$ cat src/hw/rtl/assert_macros.svh
// Assertion macros used by the top level of the airborne detector.
// Each macro samples on posedge clk and is disabled while rst is high.
// With SYNTH defined, every macro expands to nothing.
`ifndef ASSERT_MACROS_SVH
`define ASSERT_MACROS_SVH
`ifndef SYNTH
`define ASSERT_HOLDS(label, expr) \
  label: assert property (@(posedge clk) disable iff (rst) (expr)) \
    else $error("assertion failed");
`define ASSERT_IMPLIES(label, ante, cons) \
  label: assert property (@(posedge clk) disable iff (rst) (ante) |-> (cons)) \
    else $error("assertion failed");
`define ASSERT_IMPLIES_NEXT(label, ante, cons) \
  label: assert property (@(posedge clk) disable iff (rst) (ante) |=> (cons)) \
    else $error("assertion failed");
`else
`define ASSERT_HOLDS(label, expr)
`define ASSERT_IMPLIES(label, ante, cons)
`define ASSERT_IMPLIES_NEXT(label, ante, cons)
`endif
`endif

$ cat src/hw/rtl/ffad_pkg.sv
// Package of the airborne detector: register indexes, reset values and
// the structs passed between the detector modules. No dependencies.
package ffad_pkg;

  localparam int CFG_INDEX_W = 3;
  localparam int CFG_DATA_W  = 17;

  typedef enum logic [CFG_INDEX_W-1:0] {
    REG_ALPHA_ACCEL    = 3'd0,
    REG_ALPHA_RATE     = 3'd1,
    REG_FREEFALL_UPPER = 3'd2,
    REG_FREEFALL_LOWER = 3'd3,
    REG_SHOCK_LIMIT    = 3'd4,
    REG_LANDING_LOWER  = 3'd5,
    REG_LANDING_UPPER  = 3'd6,
    REG_TAKEOFF_COUNT  = 3'd7
  } reg_index_t;

  localparam logic [15:0]        ALPHA_ACCEL_RESET    = 16'd19661;
  localparam logic [15:0]        ALPHA_RATE_RESET     = 16'd13107;
  localparam logic signed [15:0] FREEFALL_UPPER_RESET = 16'sd1638;
  localparam logic signed [15:0] FREEFALL_LOWER_RESET = -16'sd1638;
  localparam logic [16:0]        SHOCK_LIMIT_RESET    = 17'd5600;
  localparam logic signed [15:0] LANDING_LOWER_RESET  = 16'sd3277;
  localparam logic signed [15:0] LANDING_UPPER_RESET  = 16'sd4915;
  localparam logic [3:0]         TAKEOFF_COUNT_RESET  = 4'd5;

  localparam logic [3:0]         LANDING_CONFIRM      = 4'd10;
  localparam logic signed [15:0] ACCEL_LOWPASS_RESET  = 16'sd4096;

  typedef struct packed {
    logic [15:0]        alpha_accel;
    logic [15:0]        alpha_rate;
    logic signed [15:0] freefall_upper;
    logic signed [15:0] freefall_lower;
    logic [16:0]        shock_limit;
    logic signed [15:0] landing_lower;
    logic signed [15:0] landing_upper;
    logic [3:0]         takeoff_count;
  } cfg_t;

  typedef struct packed {
    logic signed [15:0] accel_vertical;
    logic signed [15:0] rate_pitch;
    logic signed [15:0] rate_roll;
  } sample_t;

  typedef struct packed {
    logic signed [15:0] accel_lowpass;
    logic [16:0]        rate_lowpass;
    logic [3:0]         takeoff_counter;
    logic [3:0]         landing_counter;
    logic               airborne_latch;
  } state_t;

endpackage

$ cat src/hw/rtl/ffad_if.sv
// Channel interfaces of the airborne detector: IMU samples, results and
// configuration writes. Depends on ffad_pkg for widths.
interface ffad_sample_if;
  logic               valid;
  logic               ready;
  logic signed [15:0] accel_vertical;
  logic signed [15:0] rate_pitch;
  logic signed [15:0] rate_roll;
  modport source (output valid, accel_vertical, rate_pitch, rate_roll, input ready);
  modport sink (input valid, accel_vertical, rate_pitch, rate_roll, output ready);
endinterface

interface ffad_result_if;
  logic               valid;
  logic               ready;
  logic               airborne;
  logic signed [15:0] accel_filtered;
  logic [16:0]        rate_filtered;
  modport source (output valid, airborne, accel_filtered, rate_filtered, input ready);
  modport sink (input valid, airborne, accel_filtered, rate_filtered, output ready);
endinterface

interface ffad_cfg_if;
  logic                            valid;
  logic                            ready;
  logic [ffad_pkg::CFG_INDEX_W-1:0] index;
  logic [ffad_pkg::CFG_DATA_W-1:0]  data;
  modport source (output valid, index, data, input ready);
  modport sink (input valid, index, data, output ready);
endinterface

$ cat src/hw/rtl/freefall_airborne_detector.sv
// Top level of the free-fall and airborne detector.
// Depends on ffad_pkg, the ffad interfaces, ffad_regs, ffad_core and
// assert_macros.svh.
//
// The samples channel takes one IMU sample per request: vertical
// acceleration (Q3.12 g) and pitch and roll rates (1/16 deg/s). The
// results channel returns one request per sample with the airborne flag
// and both filtered values. The cfg channel writes one register per
// request and is always ready; write it only while no sample is in flight.
// A sample is held in an input register, then filters and debounce logic
// update the detector state and the result register once the result
// register is free or taken by the receiver. One sample is accepted every
// cycle while the receiver keeps taking results; the feedback through the
// filter multipliers and counters is combinational.
// Reset restores the register defaults, sets the acceleration filter to
// one g, clears the rate filter and counters and marks the block grounded.
// When the receiver stalls, the result register holds; an empty input
// register still takes one more sample before samples.ready falls.
module freefall_airborne_detector (
  input  logic         clk,
  input  logic         rst,
  ffad_sample_if.sink  samples,
  ffad_result_if.source results,
  ffad_cfg_if.sink     cfg
);

  `include "assert_macros.svh"

  ffad_pkg::cfg_t    regs;
  ffad_pkg::sample_t s1_sample;
  ffad_pkg::state_t  state;
  ffad_pkg::state_t  state_next;

  logic s1_valid;
  logic res_valid;
  logic res_airborne;
  logic signed [15:0] res_accel;
  logic [16:0]        res_rate;

  logic advance;
  logic step;
  logic in_ready;

  ffad_regs u_regs (
    .clk  (clk),
    .rst  (rst),
    .cfg  (cfg),
    .regs (regs)
  );

  ffad_core u_core (
    .regs       (regs),
    .sample     (s1_sample),
    .state      (state),
    .state_next (state_next)
  );

  assign advance  = !res_valid || results.ready;
  assign step     = s1_valid && advance;
  assign in_ready = !s1_valid || advance;

  assign samples.ready          = in_ready;
  assign results.valid          = res_valid;
  assign results.airborne       = res_airborne;
  assign results.accel_filtered = res_accel;
  assign results.rate_filtered  = res_rate;

  always_ff @(posedge clk) begin
    if (rst) begin
      s1_valid                    <= 1'b0;
      res_valid                   <= 1'b0;
      state.accel_lowpass         <= ffad_pkg::ACCEL_LOWPASS_RESET;
      state.rate_lowpass          <= 17'd0;
      state.takeoff_counter       <= 4'd0;
      state.landing_counter       <= 4'd0;
      state.airborne_latch        <= 1'b0;
    end else begin
      if (in_ready) begin
        s1_valid <= samples.valid;
      end
      if (advance) begin
        res_valid <= s1_valid;
      end
      if (step) begin
        state <= state_next;
      end
    end
  end

  always_ff @(posedge clk) begin
    if (samples.valid && in_ready) begin
      s1_sample.accel_vertical <= samples.accel_vertical;
      s1_sample.rate_pitch     <= samples.rate_pitch;
      s1_sample.rate_roll      <= samples.rate_roll;
    end
    if (step) begin
      res_airborne <= state_next.airborne_latch;
      res_accel    <= state_next.accel_lowpass;
      res_rate     <= state_next.rate_lowpass;
    end
  end

  `ASSERT_IMPLIES(a_grounded_no_landing, !state.airborne_latch, state.landing_counter == 4'd0)
  `ASSERT_IMPLIES(a_airborne_no_takeoff, state.airborne_latch, state.takeoff_counter == 4'd0)
  `ASSERT_HOLDS(a_landing_below_confirm, state.landing_counter < ffad_pkg::LANDING_CONFIRM)
  `ASSERT_IMPLIES_NEXT(a_latch_moves_on_step, !step, $stable(state.airborne_latch))

endmodule

$ cat src/hw/rtl/ffad_regs.sv
// Configuration register file of the airborne detector.
// Depends on ffad_pkg and the ffad_cfg_if interface.
module ffad_regs (
  input  logic           clk,
  input  logic           rst,
  ffad_cfg_if.sink       cfg,
  output ffad_pkg::cfg_t regs
);

  assign cfg.ready = 1'b1;

  always_ff @(posedge clk) begin
    if (rst) begin
      regs.alpha_accel    <= ffad_pkg::ALPHA_ACCEL_RESET;
      regs.alpha_rate     <= ffad_pkg::ALPHA_RATE_RESET;
      regs.freefall_upper <= ffad_pkg::FREEFALL_UPPER_RESET;
      regs.freefall_lower <= ffad_pkg::FREEFALL_LOWER_RESET;
      regs.shock_limit    <= ffad_pkg::SHOCK_LIMIT_RESET;
      regs.landing_lower  <= ffad_pkg::LANDING_LOWER_RESET;
      regs.landing_upper  <= ffad_pkg::LANDING_UPPER_RESET;
      regs.takeoff_count  <= ffad_pkg::TAKEOFF_COUNT_RESET;
    end else if (cfg.valid && cfg.ready) begin
      case (ffad_pkg::reg_index_t'(cfg.index))
        ffad_pkg::REG_ALPHA_ACCEL:    regs.alpha_accel    <= cfg.data[15:0];
        ffad_pkg::REG_ALPHA_RATE:     regs.alpha_rate     <= cfg.data[15:0];
        ffad_pkg::REG_FREEFALL_UPPER: regs.freefall_upper <= $signed(cfg.data[15:0]);
        ffad_pkg::REG_FREEFALL_LOWER: regs.freefall_lower <= $signed(cfg.data[15:0]);
        ffad_pkg::REG_SHOCK_LIMIT:    regs.shock_limit    <= cfg.data[16:0];
        ffad_pkg::REG_LANDING_LOWER:  regs.landing_lower  <= $signed(cfg.data[15:0]);
        ffad_pkg::REG_LANDING_UPPER:  regs.landing_upper  <= $signed(cfg.data[15:0]);
        ffad_pkg::REG_TAKEOFF_COUNT:  regs.takeoff_count  <= cfg.data[3:0];
        default: begin
        end
      endcase
    end
  end

endmodule

$ cat src/hw/rtl/ffad_core.sv
// Per-sample update of the airborne detector: both low-pass filters and
// the take-off and landing debounce counters. Depends on ffad_pkg.
module ffad_core (
  input  ffad_pkg::cfg_t    regs,
  input  ffad_pkg::sample_t sample,
  input  ffad_pkg::state_t  state,
  output ffad_pkg::state_t  state_next
);

  // Each filter is lp + floor(alpha * (x - lp) / 2^16), which equals the
  // weighted mix of x and lp, with a single multiplier.
  logic signed [16:0] accel_diff;
  logic signed [33:0] accel_prod;
  logic signed [17:0] accel_sum;
  logic signed [15:0] accel_new;

  logic signed [16:0] pitch_ext;
  logic signed [16:0] roll_ext;
  logic [16:0]        pitch_abs;
  logic [16:0]        roll_abs;
  logic [16:0]        rate_sum_abs;
  logic signed [17:0] rate_diff;
  logic signed [34:0] rate_prod;
  logic signed [18:0] rate_sum;
  logic [16:0]        rate_new;

  logic freefall;
  logic calm;
  logic grounded;
  logic [3:0] takeoff_inc;
  logic [3:0] landing_inc;

  always_comb begin
    accel_diff = 17'(sample.accel_vertical) - 17'(state.accel_lowpass);
    accel_prod = $signed({1'b0, regs.alpha_accel}) * accel_diff;
    accel_sum  = 18'(state.accel_lowpass) + $signed(accel_prod[33:16]);
    accel_new  = accel_sum[15:0];

    pitch_ext    = 17'(sample.rate_pitch);
    roll_ext     = 17'(sample.rate_roll);
    pitch_abs    = pitch_ext[16] ? 17'(-pitch_ext) : 17'(pitch_ext);
    roll_abs     = roll_ext[16] ? 17'(-roll_ext) : 17'(roll_ext);
    rate_sum_abs = pitch_abs + roll_abs;
    rate_diff    = $signed({1'b0, rate_sum_abs}) - $signed({1'b0, state.rate_lowpass});
    rate_prod    = $signed({1'b0, regs.alpha_rate}) * rate_diff;
    rate_sum     = $signed({2'b00, state.rate_lowpass}) + $signed(rate_prod[34:16]);
    rate_new     = rate_sum[16:0];

    freefall = (accel_new < regs.freefall_upper) && (accel_new > regs.freefall_lower);
    calm     = rate_new < regs.shock_limit;
    grounded = (accel_new > regs.landing_lower) && (accel_new < regs.landing_upper);

    takeoff_inc = state.takeoff_counter + 4'd1;
    landing_inc = state.landing_counter + 4'd1;

    state_next               = state;
    state_next.accel_lowpass = accel_new;
    state_next.rate_lowpass  = rate_new;

    if (!state.airborne_latch) begin
      if (freefall && calm) begin
        state_next.landing_counter = 4'd0;
        if (takeoff_inc >= regs.takeoff_count) begin
          state_next.airborne_latch  = 1'b1;
          state_next.takeoff_counter = 4'd0;
        end else begin
          state_next.takeoff_counter = takeoff_inc;
        end
      end else begin
        state_next.takeoff_counter = 4'd0;
      end
    end else begin
      if (grounded) begin
        state_next.takeoff_counter = 4'd0;
        if (landing_inc >= ffad_pkg::LANDING_CONFIRM) begin
          state_next.airborne_latch  = 1'b0;
          state_next.landing_counter = 4'd0;
        end else begin
          state_next.landing_counter = landing_inc;
        end
      end else begin
        state_next.landing_counter = 4'd0;
      end
    end
  end

endmodule

$ cat src/flat_wrapper.sv
// flat-port wrapper written by rule: the top's interface ports become plain ports
module freefall_airborne_detector_flat 
  (clk, rst, samples_valid, samples_accel_vertical, samples_rate_pitch, samples_rate_roll, samples_ready, results_valid, results_airborne, results_accel_filtered, results_rate_filtered, results_ready, cfg_valid, cfg_index, cfg_data, cfg_ready);
  ffad_sample_if samples_i ();
  ffad_result_if results_i ();
  ffad_cfg_if cfg_i ();
  input  logic clk;
  input  logic rst;
  input wire logic [$bits(samples_i.valid)-1:0] samples_valid;
  input wire logic [$bits(samples_i.accel_vertical)-1:0] samples_accel_vertical;
  input wire logic [$bits(samples_i.rate_pitch)-1:0] samples_rate_pitch;
  input wire logic [$bits(samples_i.rate_roll)-1:0] samples_rate_roll;
  output wire logic [$bits(samples_i.ready)-1:0] samples_ready;
  output wire logic [$bits(results_i.valid)-1:0] results_valid;
  output wire logic [$bits(results_i.airborne)-1:0] results_airborne;
  output wire logic [$bits(results_i.accel_filtered)-1:0] results_accel_filtered;
  output wire logic [$bits(results_i.rate_filtered)-1:0] results_rate_filtered;
  input wire logic [$bits(results_i.ready)-1:0] results_ready;
  input wire logic [$bits(cfg_i.valid)-1:0] cfg_valid;
  input wire logic [$bits(cfg_i.index)-1:0] cfg_index;
  input wire logic [$bits(cfg_i.data)-1:0] cfg_data;
  output wire logic [$bits(cfg_i.ready)-1:0] cfg_ready;
  assign samples_i.valid = samples_valid;
  assign samples_i.accel_vertical = samples_accel_vertical;
  assign samples_i.rate_pitch = samples_rate_pitch;
  assign samples_i.rate_roll = samples_rate_roll;
  assign samples_ready = samples_i.ready;
  assign results_valid = results_i.valid;
  assign results_airborne = results_i.airborne;
  assign results_accel_filtered = results_i.accel_filtered;
  assign results_rate_filtered = results_i.rate_filtered;
  assign results_i.ready = results_ready;
  assign cfg_i.valid = cfg_valid;
  assign cfg_i.index = cfg_index;
  assign cfg_i.data = cfg_data;
  assign cfg_ready = cfg_i.ready;
  freefall_airborne_detector u_core (.clk(clk), .rst(rst), .samples(samples_i), .results(results_i), .cfg(cfg_i));
endmodule
$ cat config.mk
export PLATFORM = sky130hd
export DESIGN_NAME = freefall_airborne_detector_flat
export DESIGN_NICKNAME = d
export VERILOG_FILES = /design/src/hw/rtl/ffad_pkg.sv /design/src/hw/rtl/ffad_if.sv /design/src/hw/rtl/freefall_airborne_detector.sv /design/src/hw/rtl/ffad_regs.sv /design/src/hw/rtl/ffad_core.sv /design/src/flat_wrapper.sv
export VERILOG_INCLUDE_DIRS = /design/src /design/src/hw/rtl
export SDC_FILE = /design/constraint.sdc
export NUM_CORES = 2
export LEC_CHECK = 0
export BUFFER_PORTS_ARGS = -buffer_cell sky130_fd_sc_hd__buf_2
export CORE_MARGIN = 2
export CORE_UTILIZATION = 36
export CTS_BUF_LIST = sky130_fd_sc_hd__clkbuf_16
export DETAILED_ROUTE_END_ITERATION = 10
export SYNTH_ARGS = -nofsm -noshare
export SYNTH_HDL_FRONTEND = slang
export SYNTH_SLANG_ARGS = --single-unit
$ cat constraint.sdc
create_clock -name clk -period 22.4 [get_ports clk]
set_clock_uncertainty 0.05 [all_clocks]
set_input_delay 2.24 -clock clk [delete_from_list [all_inputs] [get_ports clk]]
set_output_delay 2.24 -clock clk [all_outputs]
set_load 0.05 [all_outputs]
## After elaboration in Yosys (flattened, before gate mapping)

Cells that the tools add are included.

| storage, ports and cells | value |
|---|---|
| register bits | 243 |

| operators by class | value |
|---|---|
| add/sub/neg operators | 9 |
| multiply operators | 2 |
| magnitude comparators | 7 |
| equality and inequality tests | 8 |
| muxes and demuxes | 12 |
| reduce and logical (&&, ||, !) cells | 21 |

Operators by type and width:

| operator | count |
|---|---|
| $add A17 B17 Y17 | 2 |
| $mux W17 | 2 |
| $neg A16 Y17 | 2 |
| $mul A17 B18 Y33 | 1 |
| $gt A16 B16 Y1 | 2 |
| $lt A16 B16 Y1 | 2 |
| $mul A17 B17 Y32 | 1 |
| $mux W4 | 5 |
| $reduce_and A2 Y1 | 10 |
| $sub A17 B17 Y18 | 1 |
| $lt A17 B17 Y1 | 1 |
| $sub A16 B16 Y17 | 1 |
| $add A16 B16 Y16 | 1 |
| $eq A3 B3 Y1 const B | 4 |
| $mux W9 | 1 |
| $add A4 B1 Y4 const B | 2 |
| $eq A3 B2 Y1 const B | 2 |
| $logic_and A1 B1 Y1 | 5 |
| $mux W5 | 1 |
| $ge A4 B4 Y1 | 1 |
| $ge A4 B4 Y1 const B | 1 |
| $eq A3 B1 Y1 const B | 1 |
| $logic_not A3 Y1 | 1 |
| $mux W1 | 3 |
| other kinds (4) | 6 |

## Depth between registers and ports, before layout

| logic depth | value |
|---|---|
| depth in word-level cells | 10 |
| mapped depth | 63 |

## Modules after synthesis

A second synthesis with hierarchy kept.

| second synthesis, totals | value |
|---|---|
| cell total of the unflattened synthesis | 3732 |
| area total of the unflattened synthesis | 34389.2 um^2 |

By module, submodules not included:

| module | instances | cells each | area an instance (um^2) |
|---|---|---|---|
| ffad_core | 1 | 3027 | 25374.3 |
| ffad_regs | 1 | 431 | 4590.7 |
| freefall_airborne_detector | 1 | 274 | 4424.2 |

## Worst setup path after synthesis

No wires, ideal clock.

| path | value |
|---|---|
| path kind | reg-to-reg |
| from | register u_core.s1_sample[15] in the netlist's numbering |
| to | register, netlist name u_core.state[7] |
| data arrival time | 12396 ps |
| required time | 22293 ps |
| slack | 9897 ps |
| cell stages (with the launch flop) | 59 |
| clock period less this slack | 12503 ps |
| cells stage by stage | edfxtp_1 > clkbuf_1 > o21ai_0 > inv_1 > fa_1 > nor2b_1 > o21ai_0 > a21boi_0 > o21ai_0 > a21boi_0 > o21ai_0 > a21oi_1 > nor2_1 > xnor2_1 > ha_1 > or3_1 > a211oi_1 > o31ai_1 > (+23 left out) > ha_1 > nor2_1 > nand2_1 > o211ai_1 > a31oi_1 > a21o_1 > a21oi_1 > xnor2_1 > xnor3_1 > inv_1 > ha_1 > nand4_1 > nor2_1 > a221oi_1 > o221ai_1 > nor3_1 > a21oi_1 > o21ba_2 |

RTL lines:

| item | line | RTL |
|---|---|---|
| from (decl) | freefall_airborne_detector.sv:30 | `ffad_pkg::sample_t s1_sample;` |

==> qor.csv <==
stage;metric;value;unit
global_route;grt-ovfl-total;0;
die;core;93300;µm²
hold_path;min_from;u_core.u_regs.regs[82];
placement;place_area;36000;µm²
status;status;finished clean;
sta;drv_slew;0;
global_route;track_usage;0.193;
cts;cts_max_path_buffers;3;
synth;syn_inst;3878;
sta;finalHoldWorstSlack;0.406;ns
cts;cts_setup_buffers;0;
cells_and_area;finish.instance_area;36900;µm²
worst_setup_path;startpoint;u_core.s1_sample[0];
cts;ctsHoldBuffers;0;
die;dieArea;96700;µm²
worst_setup_path;criticalPathCategory;reg2reg;
synth;synth_area;33900;µm²
die;io_pins;110;
cts;clk_latency;0.58;ns
global_route;antenna_found_initial;13;
hold_path;min_path_type;reg2reg;
routing;wl_per_cell;18.0;µm
sta;grt_setup_unrepaired;no;
synth;avgSynthCellArea;8.74;µm²
sta;layout_min_cycle_time;14.09;ns
routing;dr.first_iter.drc_count;1561;
synth;synth_top_area_cell;fa_1;
cts;cts.repair.resized;0;
die;die_h;311;µm
cts;clk_pin_slew_worst_paths;0.07;ns
worst_setup_path;r2r_slack;8.31;ns
worst_setup_path;worstPathMaxFanout;16;
sta;timing.fmax;71.0;MHz
routing;routed_wl;93400;µm
worst_setup_path;slowest_delay;0.88;ns
cells_and_area;layoutNonFillerInstCount;5185;
routing;drt-vias-per-instance;5.02;
cells_and_area;fillCellCount;9540;
run;max-cap-violations;0;
synth;ys_ff_latch;243;
routing;via_count;26033;
die;die_w;311;µm
synth;synth_top_area_share;0.290;
cells_and_area;multiInputGateArea;24900;µm²
sta;maxSlewHeadroom;0.180;
synth;async_reset_ff_frac;0;
worst_setup_path;startpoint_type;flop;
routing;drc;0;
cts;cts_buffers;25;
worst_setup_path;crit_slowest_cell;xnor2_2;
sta;worst_pin_slew;1.22;ns
cells_and_area;fin_nets;4837;
sta;period_share;0.629;
placement;io_buffers;108;
cts;htreeDepth;1;
placement;gp_congestion;0.882;
synth;synth_area_leaders;fa_1 29%, ha_1 13%, dfxtp_1 9.5%;
placement;dp.cells;5135;
global_route;grt_pass1_vias;26320;
worst_setup_path;arrival;14.57;ns
global_route;grt_pass1_wl;148000;µm
synth;synth_warnings;0;
placement;dpl.hpwl;72200;µm
sta;hold_viol_final;0;
global_route;grt_max_degree;65;
sta;fin_tns_setup;0;ns
worst_setup_path;crit_path_end_kind;flop;
cells_and_area;area_delta_synth_final;8.70;%
die;start_util;0.363;
cells_and_area;ff_latch_area;5690;µm²
routing;ant_nets;0;
synth;ys_seq_area_frac;0.168;
routing;firstDrtPassIters;5;
cells_and_area;drive_gt1_frac;0.0688;
synth;synth-main-ff-cell;dfxtp_1;
cts;cts_tree;done;
cts;cts_sinks;243;
synth;synth_enable_flop_cells;82;
worst_setup_path;cp.required;22.88;ns
sta;setup_viol;0;
worst_setup_path;r2r-start;u_core.s1_sample[0];
cts;cts_root_buf;clkbuf_16;
synth;syn-num-nets;4807;
synth;ys_types;78;
die;num_rows;112;
==> flip-flops by register name (all words and copies together), names as in the netlist <==
name                           cells
u_core.s1_sample                  48
u_core.results.accel_filtered     16
u_core.results.airborne            1
u_core.u_regs.regs               117
u_core.results.valid               1
u_core.s1_valid                    1
u_core.state                      42
u_core.results.rate_filtered      17
==> cells in the mapped netlist (49+ instances only) <==
cell	number
o21ai_0	69
fa_1	492
nor2_1	91
o211ai_1	56
a21oi_1	157
ha_1	364
nor3_1	49
dfxtp_1	161
clkbuf_1	160
nand2_1	624
edfxtp_1	82
nor2b_1	60
inv_1	744
xnor2_1	101
a21o_1	49
nand3_1	73
and2_1	194
==> final timing paths <==
kind / cells after the start / endpoint
min: 2 / u_core.u_regs.regs[82]
max reg2reg: 56 / u_core.state[7]
min reg2reg: 2 / u_core.u_regs.regs[82]
max: 56 / u_core.state[7]
==> worst max-delay path, delay by kind of cell, from the launching register on <==
kind	cells	cell delay, ns
adder cells (fa/ha/maj)	12	4.43
AND/OR/NAND/NOR	13	2.61
flip-flops	1	0.39
AO/OA/AOI/OAI	21	4.39
XOR/XNOR	4	1.77
buffers and inverters	6	0.43
==> through the flow <==
| stage | setup WS, ns | utilization |
|---|---|---|
| detailed placement | 8.47 | 0.386 |
| finish | 8.31 | 0.395 |
| CTS | 8.44 | 0.395 |
| floorplan | 9.90 | - |
| global route | 7.35 | 0.395 |
| global placement | 8.70 | 0.386 |
==> metal layers <==
metal  up-vias  routed length, µm  part of all wire  global-route usage
met5         -                 49           0.00052                   0
met4         8               1740             0.019              0.0392
met3       135               6060             0.065              0.0340
met2       681              43900              0.47               0.320
met1     12918              41600              0.45               0.264
li1      12291                  -                 -                   -
==> final cells by class <==
class | count | share of cell area
multi-input combinational | 2722 | 0.676
sequential | 243 | 0.154
inverter | 745 | 0.0759
tap | 1254 | 0.0426
timing repair buffer | 171 | 0.0276
clock buffer | 25 | 0.0170
clock inverter | 21 | 0.00638
antenna | 4 | 0.000272
==> cells by family (layout without fill, tap and decap cells) <==
| logic type | Yosys count | count (layout) | synth area share |
|---|---|---|---|
| and+or+nand+nor | 1235 | 1235 | 0.174 |
| buffers and inverters | 913 | 962 | 0.101 |
| adders and majority gates | 856 | 856 | 0.425 |
| AOI/OAI and AO/OA | 483 | 483 | 0.0938 |
| DFF | 243 | 243 | 0.168 |
| xor gates and xnor gates | 140 | 140 | 0.0366 |
| muxes | 7 | 7 | 0.00210 |
| other | 1 | 5 | 0.000111 |
==> cells in the final DEF, fill, tap and decap left out, types with 89 or more instances in the layout <==
cell / instances
fa_1: 492
buf_2: 107
nor2_1: 89
xnor2_1: 93
dfxtp_1: 161
and2_1: 193
ha_1: 364
a21oi_1: 157
nand2_1: 624
inv_1: 743
Power is not shown: default switching activity piles up to over one toggle a cycle in this logic, so the estimate is an artifact.
